==> src/sv/prq_pkg.sv <==
// Shared types, sizes and codes for the packet route queue.
// Used by every module of the block; depends on nothing.
`timescale 1ns / 1ps

package prq_pkg;

  localparam int QUEUE_DEPTH = 16;
  localparam int PAYLOAD_MAX = 64;

  localparam int SLOT_W  = (QUEUE_DEPTH > 1) ? $clog2(QUEUE_DEPTH) : 1;
  localparam int CNT_W   = $clog2(PAYLOAD_MAX + 2);
  localparam int PAY_AW  = $clog2(QUEUE_DEPTH * PAYLOAD_MAX);
  localparam int LEN_W   = 7;
  localparam int ROUTE_W = 8;
  localparam int BYTE_W  = 8;

  // Op codes; code 3 is unused and ignored.
  localparam logic [1:0] OP_BYTE     = 2'd0;
  localparam logic [1:0] OP_EMPTY    = 2'd1;
  localparam logic [1:0] OP_DISPATCH = 2'd2;

  // Enqueue status codes.
  localparam logic [1:0] ST_OK   = 2'd0;
  localparam logic [1:0] ST_FULL = 2'd1;
  localparam logic [1:0] ST_LONG = 2'd2;

  // Result kinds.
  localparam logic KIND_STATUS = 1'b0;
  localparam logic KIND_REPORT = 1'b1;

  typedef struct packed {
    logic [1:0]         op;
    logic [BYTE_W-1:0]  pay_byte;
    logic               final_byte;
    logic [ROUTE_W-1:0] dest_route;
  } in_item_t;

  typedef struct packed {
    logic               kind;
    logic [1:0]         status;
    logic [ROUTE_W-1:0] out_route;
    logic [LEN_W-1:0]   out_length;
    logic               run_end;
  } out_item_t;

  typedef struct packed {
    logic [LEN_W-1:0]   length;
    logic [ROUTE_W-1:0] route;
  } slot_entry_t;

  typedef struct packed {
    logic              en;
    logic [SLOT_W-1:0] addr;
    slot_entry_t       data;
  } slot_wr_t;

  typedef struct packed {
    logic       valid;
    logic [1:0] status;
  } stat_res_t;

  typedef struct packed {
    logic valid;
    logic last;
  } rep_res_t;

  // Advance a slot index around the ring.
  function automatic logic [SLOT_W-1:0] slot_inc(input logic [SLOT_W-1:0] s);
    logic [SLOT_W-1:0] r;
    if (s == SLOT_W'(QUEUE_DEPTH - 1)) begin
      r = '0;
    end else begin
      r = s + SLOT_W'(1);
    end
    return r;
  endfunction

endpackage

==> src/sv/packet_route_queue.sv <==
// Top level of the packet route queue: ring of packet slots with dispatch.
// Instantiates prq_ingress, prq_drain and prq_slot_mem; uses prq_pkg.
`timescale 1ns / 1ps

// Channel   Ports                     Handshake
// ------    -----------------------   ---------------------------------------
// input     start, busy, in_item      item taken at an edge with start & !busy
// result    out_valid, out_item       one-cycle strobe, always taken
//
// The status of a final byte or an empty packet shows on the cycle after the
// accept. Dispatch holds busy while it reads each pending packet from the
// slot store in turn, one read per packet; each report follows in the cycle
// after its read. Nothing pending: no busy.
// Reset clears the slot pointers and packet state; the stores stay as they are.
// The receiver cannot stall, so no result is ever held back.

module packet_route_queue (
  input  logic               clk,
  input  logic               rst_n,
  input  logic               start,
  output logic               busy,
  input  prq_pkg::in_item_t  in_item,
  output logic               out_valid,
  output prq_pkg::out_item_t out_item
);
  import prq_pkg::*;

  logic              accept;
  logic              disp_req;
  logic [SLOT_W-1:0] write_slot;
  logic [SLOT_W-1:0] read_slot;
  logic              rd_en;
  logic [SLOT_W-1:0] rd_addr;
  slot_wr_t          slot_wr;
  slot_entry_t       rd_data;
  stat_res_t         stat;
  rep_res_t          rep;

  // Take an item only while no dispatch is draining.
  assign accept   = start && !busy;
  assign disp_req = accept && (in_item.op == OP_DISPATCH);

  prq_ingress u_ingress (
    .clk        (clk),
    .rst_n      (rst_n),
    .accept     (accept),
    .item       (in_item),
    .read_slot  (read_slot),
    .write_slot (write_slot),
    .slot_wr    (slot_wr),
    .stat       (stat)
  );

  prq_drain u_drain (
    .clk        (clk),
    .rst_n      (rst_n),
    .disp_req   (disp_req),
    .write_slot (write_slot),
    .read_slot  (read_slot),
    .busy       (busy),
    .rd_en      (rd_en),
    .rd_addr    (rd_addr),
    .rep        (rep)
  );

  // Writes come only from accepted items and reads only while draining,
  // so the two never touch the same slot at the same edge.
  prq_slot_mem u_slot_mem (
    .clk     (clk),
    .wr      (slot_wr),
    .rd_en   (rd_en),
    .rd_addr (rd_addr),
    .rd_data (rd_data)
  );

  // Merge the two result sources; they never fire in the same cycle.
  always_comb begin
    if (rep.valid) begin
      out_item.kind       = KIND_REPORT;
      out_item.status     = ST_OK;
      out_item.out_route  = rd_data.route;
      out_item.out_length = rd_data.length;
      out_item.run_end    = rep.last;
    end else begin
      out_item.kind       = KIND_STATUS;
      out_item.status     = stat.status;
      out_item.out_route  = '0;
      out_item.out_length = '0;
      out_item.run_end    = 1'b1;
    end
  end

  assign out_valid = rep.valid || stat.valid;

endmodule

==> src/sv/prq_slot_mem.sv <==
// Slot store: length and route id of each committed packet slot.
// One write port, one synchronous read port; uses prq_pkg.
`timescale 1ns / 1ps

module prq_slot_mem (
  input  logic                      clk,
  input  prq_pkg::slot_wr_t         wr,
  input  logic                      rd_en,
  input  logic [prq_pkg::SLOT_W-1:0] rd_addr,
  output prq_pkg::slot_entry_t      rd_data
);
  import prq_pkg::*;

  slot_entry_t mem [QUEUE_DEPTH];
  slot_entry_t rd_data_r;

  always_ff @(posedge clk) begin
    if (wr.en) begin
      mem[wr.addr] <= wr.data;
    end
    if (rd_en) begin
      rd_data_r <= mem[rd_addr];
    end
  end

  assign rd_data = rd_data_r;

endmodule

==> src/sv/prq_ingress.sv <==
// Packet assembly: byte counting, payload store writes, slot commit and
// the enqueue status result. Uses prq_pkg; reads the drain side's read slot.
`timescale 1ns / 1ps

module prq_ingress (
  input  logic                       clk,
  input  logic                       rst_n,
  input  logic                       accept,
  input  prq_pkg::in_item_t          item,
  input  logic [prq_pkg::SLOT_W-1:0] read_slot,
  output logic [prq_pkg::SLOT_W-1:0] write_slot,
  output prq_pkg::slot_wr_t          slot_wr,
  output prq_pkg::stat_res_t         stat
);
  import prq_pkg::*;

  logic [BYTE_W-1:0] payload_mem [QUEUE_DEPTH * PAYLOAD_MAX];

  logic [SLOT_W-1:0] wslot_r, wslot_nxt;
  logic [CNT_W-1:0]  cnt_r, cnt_nxt;
  logic              busy_pkt_r, busy_pkt_nxt;
  logic              rej_r, rej_nxt;
  stat_res_t         stat_r, stat_nxt;

  logic              full;
  logic              rej_eff;
  logic [CNT_W-1:0]  cnt_eff;
  logic [CNT_W-1:0]  cnt_new;
  logic              pay_we;
  logic [PAY_AW-1:0] pay_addr;
  logic [1:0]        fin_status;

  assign full = (slot_inc(wslot_r) == read_slot);

  always_comb begin
    rej_eff = busy_pkt_r ? rej_r : full;
    cnt_eff = busy_pkt_r ? cnt_r : '0;
    if (cnt_eff < CNT_W'(PAYLOAD_MAX)) begin
      cnt_new = cnt_eff + CNT_W'(1);
    end else begin
      cnt_new = CNT_W'(PAYLOAD_MAX + 1);
    end
    pay_we   = accept && (item.op == OP_BYTE) && !rej_eff
               && (cnt_eff < CNT_W'(PAYLOAD_MAX));
    pay_addr = PAY_AW'(wslot_r) * PAY_AW'(PAYLOAD_MAX) + PAY_AW'(cnt_eff);
  end

  always_comb begin
    wslot_nxt    = wslot_r;
    cnt_nxt      = cnt_r;
    busy_pkt_nxt = busy_pkt_r;
    rej_nxt      = rej_r;
    stat_nxt     = '{valid: 1'b0, status: ST_OK};
    fin_status   = ST_OK;
    slot_wr.en   = 1'b0;
    slot_wr.addr = wslot_r;
    slot_wr.data = '{length: '0, route: item.dest_route};

    if (accept) begin
      unique case (item.op)
        OP_BYTE: begin
          if (item.final_byte) begin
            if (rej_eff) begin
              fin_status = ST_FULL;
            end else if (cnt_new > CNT_W'(PAYLOAD_MAX)) begin
              fin_status = ST_LONG;
            end else begin
              fin_status        = ST_OK;
              slot_wr.en        = 1'b1;
              slot_wr.data.length = LEN_W'(cnt_new);
              wslot_nxt         = slot_inc(wslot_r);
            end
            stat_nxt     = '{valid: 1'b1, status: fin_status};
            busy_pkt_nxt = 1'b0;
            rej_nxt      = 1'b0;
            cnt_nxt      = '0;
          end else begin
            busy_pkt_nxt = 1'b1;
            rej_nxt      = rej_eff;
            cnt_nxt      = cnt_new;
          end
        end
        OP_EMPTY: begin
          // Drop any partial packet, then commit an empty one unless the ring is full.
          if (full) begin
            fin_status = ST_FULL;
          end else begin
            fin_status = ST_OK;
            slot_wr.en = 1'b1;
            wslot_nxt  = slot_inc(wslot_r);
          end
          stat_nxt     = '{valid: 1'b1, status: fin_status};
          busy_pkt_nxt = 1'b0;
          rej_nxt      = 1'b0;
          cnt_nxt      = '0;
        end
        default: begin
        end
      endcase
    end
  end

  always_ff @(posedge clk) begin
    if (pay_we) begin
      payload_mem[pay_addr] <= item.pay_byte;
    end
  end

  always_ff @(posedge clk) begin
    if (!rst_n) begin
      wslot_r    <= '0;
      cnt_r      <= '0;
      busy_pkt_r <= 1'b0;
      rej_r      <= 1'b0;
      stat_r     <= '{valid: 1'b0, status: ST_OK};
    end else begin
      wslot_r    <= wslot_nxt;
      cnt_r      <= cnt_nxt;
      busy_pkt_r <= busy_pkt_nxt;
      rej_r      <= rej_nxt;
      stat_r     <= stat_nxt;
    end
  end

  assign write_slot = wslot_r;
  assign stat       = stat_r;

endmodule

==> src/sv/prq_drain.sv <==
// Dispatch sequencer: walks the read slot up to the write slot, one slot
// read per cycle, and marks report results. Uses prq_pkg.
`timescale 1ns / 1ps

module prq_drain (
  input  logic                       clk,
  input  logic                       rst_n,
  input  logic                       disp_req,
  input  logic [prq_pkg::SLOT_W-1:0] write_slot,
  output logic [prq_pkg::SLOT_W-1:0] read_slot,
  output logic                       busy,
  output logic                       rd_en,
  output logic [prq_pkg::SLOT_W-1:0] rd_addr,
  output prq_pkg::rep_res_t          rep
);
  import prq_pkg::*;

  typedef enum logic [1:0] {
    DR_IDLE = 2'b01,
    DR_RUN  = 2'b10
  } dr_state_t;

  dr_state_t         state_r, state_nxt;
  logic [SLOT_W-1:0] rslot_r, rslot_nxt;
  rep_res_t          rep_r, rep_nxt;
  logic              last;

  assign last = (slot_inc(rslot_r) == write_slot);

  always_comb begin
    state_nxt = state_r;
    rslot_nxt = rslot_r;
    rep_nxt   = '{valid: 1'b0, last: 1'b0};
    rd_en     = 1'b0;
    unique case (state_r)
      DR_IDLE: begin
        if (disp_req && (rslot_r != write_slot)) begin
          state_nxt = DR_RUN;
        end
      end
      DR_RUN: begin
        rd_en     = 1'b1;
        rslot_nxt = slot_inc(rslot_r);
        rep_nxt   = '{valid: 1'b1, last: last};
        if (last) begin
          state_nxt = DR_IDLE;
        end
      end
      default: begin
        state_nxt = DR_IDLE;
      end
    endcase
  end

  always_ff @(posedge clk) begin
    if (!rst_n) begin
      state_r <= DR_IDLE;
      rslot_r <= '0;
      rep_r   <= '{valid: 1'b0, last: 1'b0};
    end else begin
      state_r <= state_nxt;
      rslot_r <= rslot_nxt;
      rep_r   <= rep_nxt;
    end
  end

  assign read_slot = rslot_r;
  assign rd_addr   = rslot_r;
  assign busy      = (state_r == DR_RUN);
  assign rep       = rep_r;

endmodule
==> config.mk <==
export PLATFORM = sky130hd
export DESIGN_NAME = packet_route_queue
export DESIGN_NICKNAME = d
export VERILOG_FILES = /design/src/sv/prq_pkg.sv /design/src/sv/packet_route_queue.sv /design/src/sv/prq_slot_mem.sv /design/src/sv/prq_ingress.sv /design/src/sv/prq_drain.sv
export SDC_FILE = /design/constraint.sdc
export NUM_CORES = 1
export LEC_CHECK = 0
export BUFFER_PORTS_ARGS = -buffer_cell sky130_fd_sc_hd__buf_2
export CORE_ASPECT_RATIO = 1.5
export CORE_MARGIN = 5
export CORE_UTILIZATION = 45
export DETAILED_ROUTE_END_ITERATION = 7
export PLACE_DENSITY = 0.72
export SLEW_MARGIN = 20
export SYNTH_ARGS = -nofsm -noshare
export SYNTH_HDL_FRONTEND = slang
export SYNTH_SLANG_ARGS = --single-unit
==> constraint.sdc <==
create_clock -name clk -period 10.5 [get_ports clk]
set_input_delay 0.525 -clock clk [delete_from_list [all_inputs] [get_ports clk]]
set_output_delay 0.525 -clock clk [all_outputs]
set_load 0.1 [all_outputs]
==> run_results.csv <==
group,metric,value,unit
status,status,"complete, no violations",
worst_setup_path,cp_slowest_cell,"nor2_1",
cts,path_clk_slew,60,ps
routing,drt-pass1-iter-count,4,
global_routing,grt_remaining_overflow,0,
logic_synthesis,avgSynthCellArea,17.68,um^2
finish,n_antenna_cell,0,
worst_setup_path,cp_num_buf_inv,2,
cts,cts.sinks,279,
cts,cts_tree,"built",
finish,area_delta_synth_final,12.64,%
timing,fin_ws,6579,ps
hold_path,holdCritPathClass,"primary input to flop",
routing,wl_per_cell,23.09,um
floorplan,die_y,203.0,um
routing,ant_nets,0,
floorplan,die_w,138.7,um
timing,worstMarginPinSlew,1048,ps
global_routing,grt_antenna_before_repair,0,
timing,max-slew-margin-rel,0.2957,
worst_setup_path,cp_cell_sequence,"buf_4 > xnor3_1 > nand2_1 > nor3_1 > a221oi_2 > a32o_2 > nand2_1 > nor2_1 > buf_4",
logic_synthesis,ys_types,41,
floorplan,num_io_pins,43,
worst_setup_path,setup.worst_path.class,"flop to flop",
worst_setup_path,path_max_fanout,50,
worst_setup_path,crit_family,"simple AND/OR/NAND/NOR gates",
cts,cts_resized,0,
worst_setup_path,required,10730,ps
worst_setup_path,cp-start-kind,"flop",
logic_synthesis,ys.flop_type,"edfxtp_1",
worst_setup_path,crit_arrival,4150,ps
finish,stdcell_count,1022,
logic_synthesis,synth_edf_count,255,
cts,clkLatencyLatePin,540,ps
finish,fin_util,0.5151,
worst_setup_path,crit_path_end_kind,"flop",
cts,post_cts_buffers,0,
placed_design,dp_slack,6538,ps
timing,rsz0062_at_grt,"false",
timing,setup_tns,0,ps
placed_design,place_inst,975,
floorplan,dieArea,28150,um^2
global_routing,grt_pass1_wl,35780,um
cts,clock-root-buffer,"clkbuf_16",
timing,setup_viol,0,
cts,cts_buffers,27,
power,leakage,4.033,nW
placed_design,placed_area,11760,um^2
global_routing,grt_max_degree,67,
timing,max_freq,255.1,MHz
global_routing,grt_use_total,0.1656,
timing,fin_worst_skew,12.93,ps
logic_synthesis,async_flop_share,0,
routing,drc,0,
routing,routed_wl,23600,um
flow_run,maxCapViolCount,0,
logic_synthesis,syn_nets,660,
timing,drv_slew,0,
finish,design_area,12590,um^2
worst_setup_path,reg2reg_slack,6580,ps
routing,vias_per_cell,5.723,
finish,layout-drive-gt1-share,0.2364,
timing,finalCritPeriodShare,0.3734,
logic_synthesis,ys_seq_elements,279,
routing,num_vias,5849,
logic_synthesis,netlist_area,11170,um^2
floorplan,start_util,0.4572,
floorplan,coreArea,24440,um^2
logic_synthesis,netlist_instances,632,
placed_design,gp_congestion,0.7878,
routing,drt_iter0_drc,530,
placed_design,numPortBuffers,34,
power,ir_drop,0.1216,mV
finish,nets,708,
placed_design,dpl.hpwl,13690,um
worst_setup_path,max_stage_delay,810,ps
global_routing,grt_pass1_vias,6142,
logic_synthesis,yosys_warnings,0,
cts,h-tree-depth,1,
floorplan,fp-row-count,70,
cts,cts_buffer_depth,3,
power,p_per_area,171.5,nW/um^2
logic_synthesis,ys_seq_area_frac,0.7283,
timing,final_hold_viol_count,0,
timing,period_needed,3921,ps
cts,ctsHoldBuffers,0,
cells by family (layout without fill, tap and decap cells):
family                     Yosys count  after routing  share of synthesized area
and+or+nand+nor                    163            163                    0.07021
AOI/OAI and AO/OA                   62             62                    0.03886
muxes                               63             63                     0.1236
xor gates and xnor gates            17             17                    0.01456
buffers and inverters               42            108                    0.01769
DFF                                279            279                     0.7283
adders and majority gates            6              6                   0.006719
sequential cells by signal (all words and copies together) (netlist names):
signal and cells:
u_slot_mem.mem 240, u_slot_mem.rd_data 15, u_ingress.cnt_r 7, u_drain.rd_addr 4, u_ingress.write_slot 4, u_ingress.stat 3
u_drain.rep 2, u_drain.state_r 2, u_ingress.busy_pkt_r 1, u_ingress.rej_r 1
worst reg2reg max path: stages (launching register included):
cell and delay [ps]:
dfxtp_2 310, buf_4 590, xnor3_1 480, nand2_1 100
nor3_1 60, a221oi_2 380, a32o_2 340, nand2_1 190
nor2_1 810, buf_4 350
path summary, 6_finish.rpt:
path	from	end	depth (start not counted)
worst max register to register	u_drain.rd_addr[2]$_SDFFE_PN0P_	u_slot_mem.mem[7][12]$_DFFE_PP_	9
worst min register to register	u_ingress.cnt_r[5]$_SDFFE_PN0P_	u_ingress.cnt_r[5]$_SDFFE_PN0P_	2
worst max-delay path	u_drain.rd_addr[2]$_SDFFE_PN0P_	u_slot_mem.mem[7][12]$_DFFE_PP_	9
worst min-delay path	rst_n	u_drain.state_r[0]$_SDFFE_PN1P_	2
layout by cell type (no fill, tap or decap), types with 2 or more instances in the layout:
master | synthesis | layout
inv_1 | 3 | 3
xnor2_1 | 6 | 6
xor2_1 | 10 | 10
nand3b_1 | 2 | 2
clkbuf_16 | 0 | 27
a21oi_1 | 11 | 10
nand2b_1 | 9 | 9
a32oi_1 | 3 | 3
nor3_1 | 9 | 4
nand4b_1 | 2 | 2
and2_1 | 19 | 19
clkinv_2 | 0 | 3
clkinvlp_4 | 0 | 2
clkinv_1 | 2 | 7
dfxtp_2 | 0 | 2
buf_4 | 3 | 21
clkbuf_1 | 20 | 7
edfxtp_1 | 255 | 255
dfxtp_1 | 24 | 21
o21ai_0 | 5 | 5
nor4_1 | 3 | 3
nand2_1 | 58 | 58
bufinv_16 | 0 | 2
nand3_1 | 5 | 5
a31oi_1 | 18 | 18
a22oi_1 | 4 | 4
mux4_2 | 60 | 60
nor3_2 | 0 | 5
nor2b_1 | 19 | 19
a211oi_1 | 15 | 15
mux2i_1 | 3 | 3
nor2_1 | 33 | 33
buf_2 | 11 | 34
ha_1 | 6 | 6
stage by stage:
step / power, mW / hold slack [ps]
2_1_floorplan: 1.256 / 458.0
3_3_place_gp: 1.269 / 471.9
3_5_place_dp: 1.271 / 484.0
4_1_cts: 2.171 / 251.7
5_1_grt: 2.217 / 282.5
6_report: 2.158 / 270.0
final cells by class:
| type | instances | area [um^2] |
|---|---|---|
| clock buffers | 34 | 701.9 |
| fillers | 1922 | 11850 |
| multi-input cells | 311 | 2867 |
| inverters | 6 | 22.52 |
| well taps | 324 | 405.4 |
| flip-flops and latches | 279 | 8144 |
| repair buffers | 55 | 327.8 |
| clock inverters | 13 | 117.6 |
cell usage after synthesis, types with 4 or more instances:
cell	n	area, um^2
nand2_1	58	217.7
buf_2	11	55.05
nor2_1	33	123.9
edfxtp_1	255	7657
a31oi_1	18	112.6
mux4_2	60	1351
a211oi_1	15	112.6
nor3_1	9	45.04
xnor2_1	6	52.55
dfxtp_1	24	480.5
and2_1	19	118.9
nor2b_1	19	118.9
ha_1	6	75.07
a22oi_1	4	30.03
o21ai_0	5	25.02
a21oi_1	11	55.05
clkbuf_1	20	75.07
nand3_1	5	25.02
nand2b_1	9	56.30
xor2_1	10	87.58
metal layers:
metal / vias to the layer above / track usage / routed length, um
met2: 212 / 0.3081 / 12770
met3: 31 / 0.02144 / 1293
met5: - / 0 / 0
li1: 2567 / - / -
met4: 0 / 0.04895 / 483
met1: 3039 / 0.2014 / 9054
where the power goes:
group          internal (mW)  switching [mW]  total [mW]  leakage [nW]
Sequential              1.21         0.00285        1.21          2.49
Combinational         0.0121          0.0242      0.0363          1.15
Clock                  0.520           0.391       0.911         0.394
(Power assumes the default switching activity.)
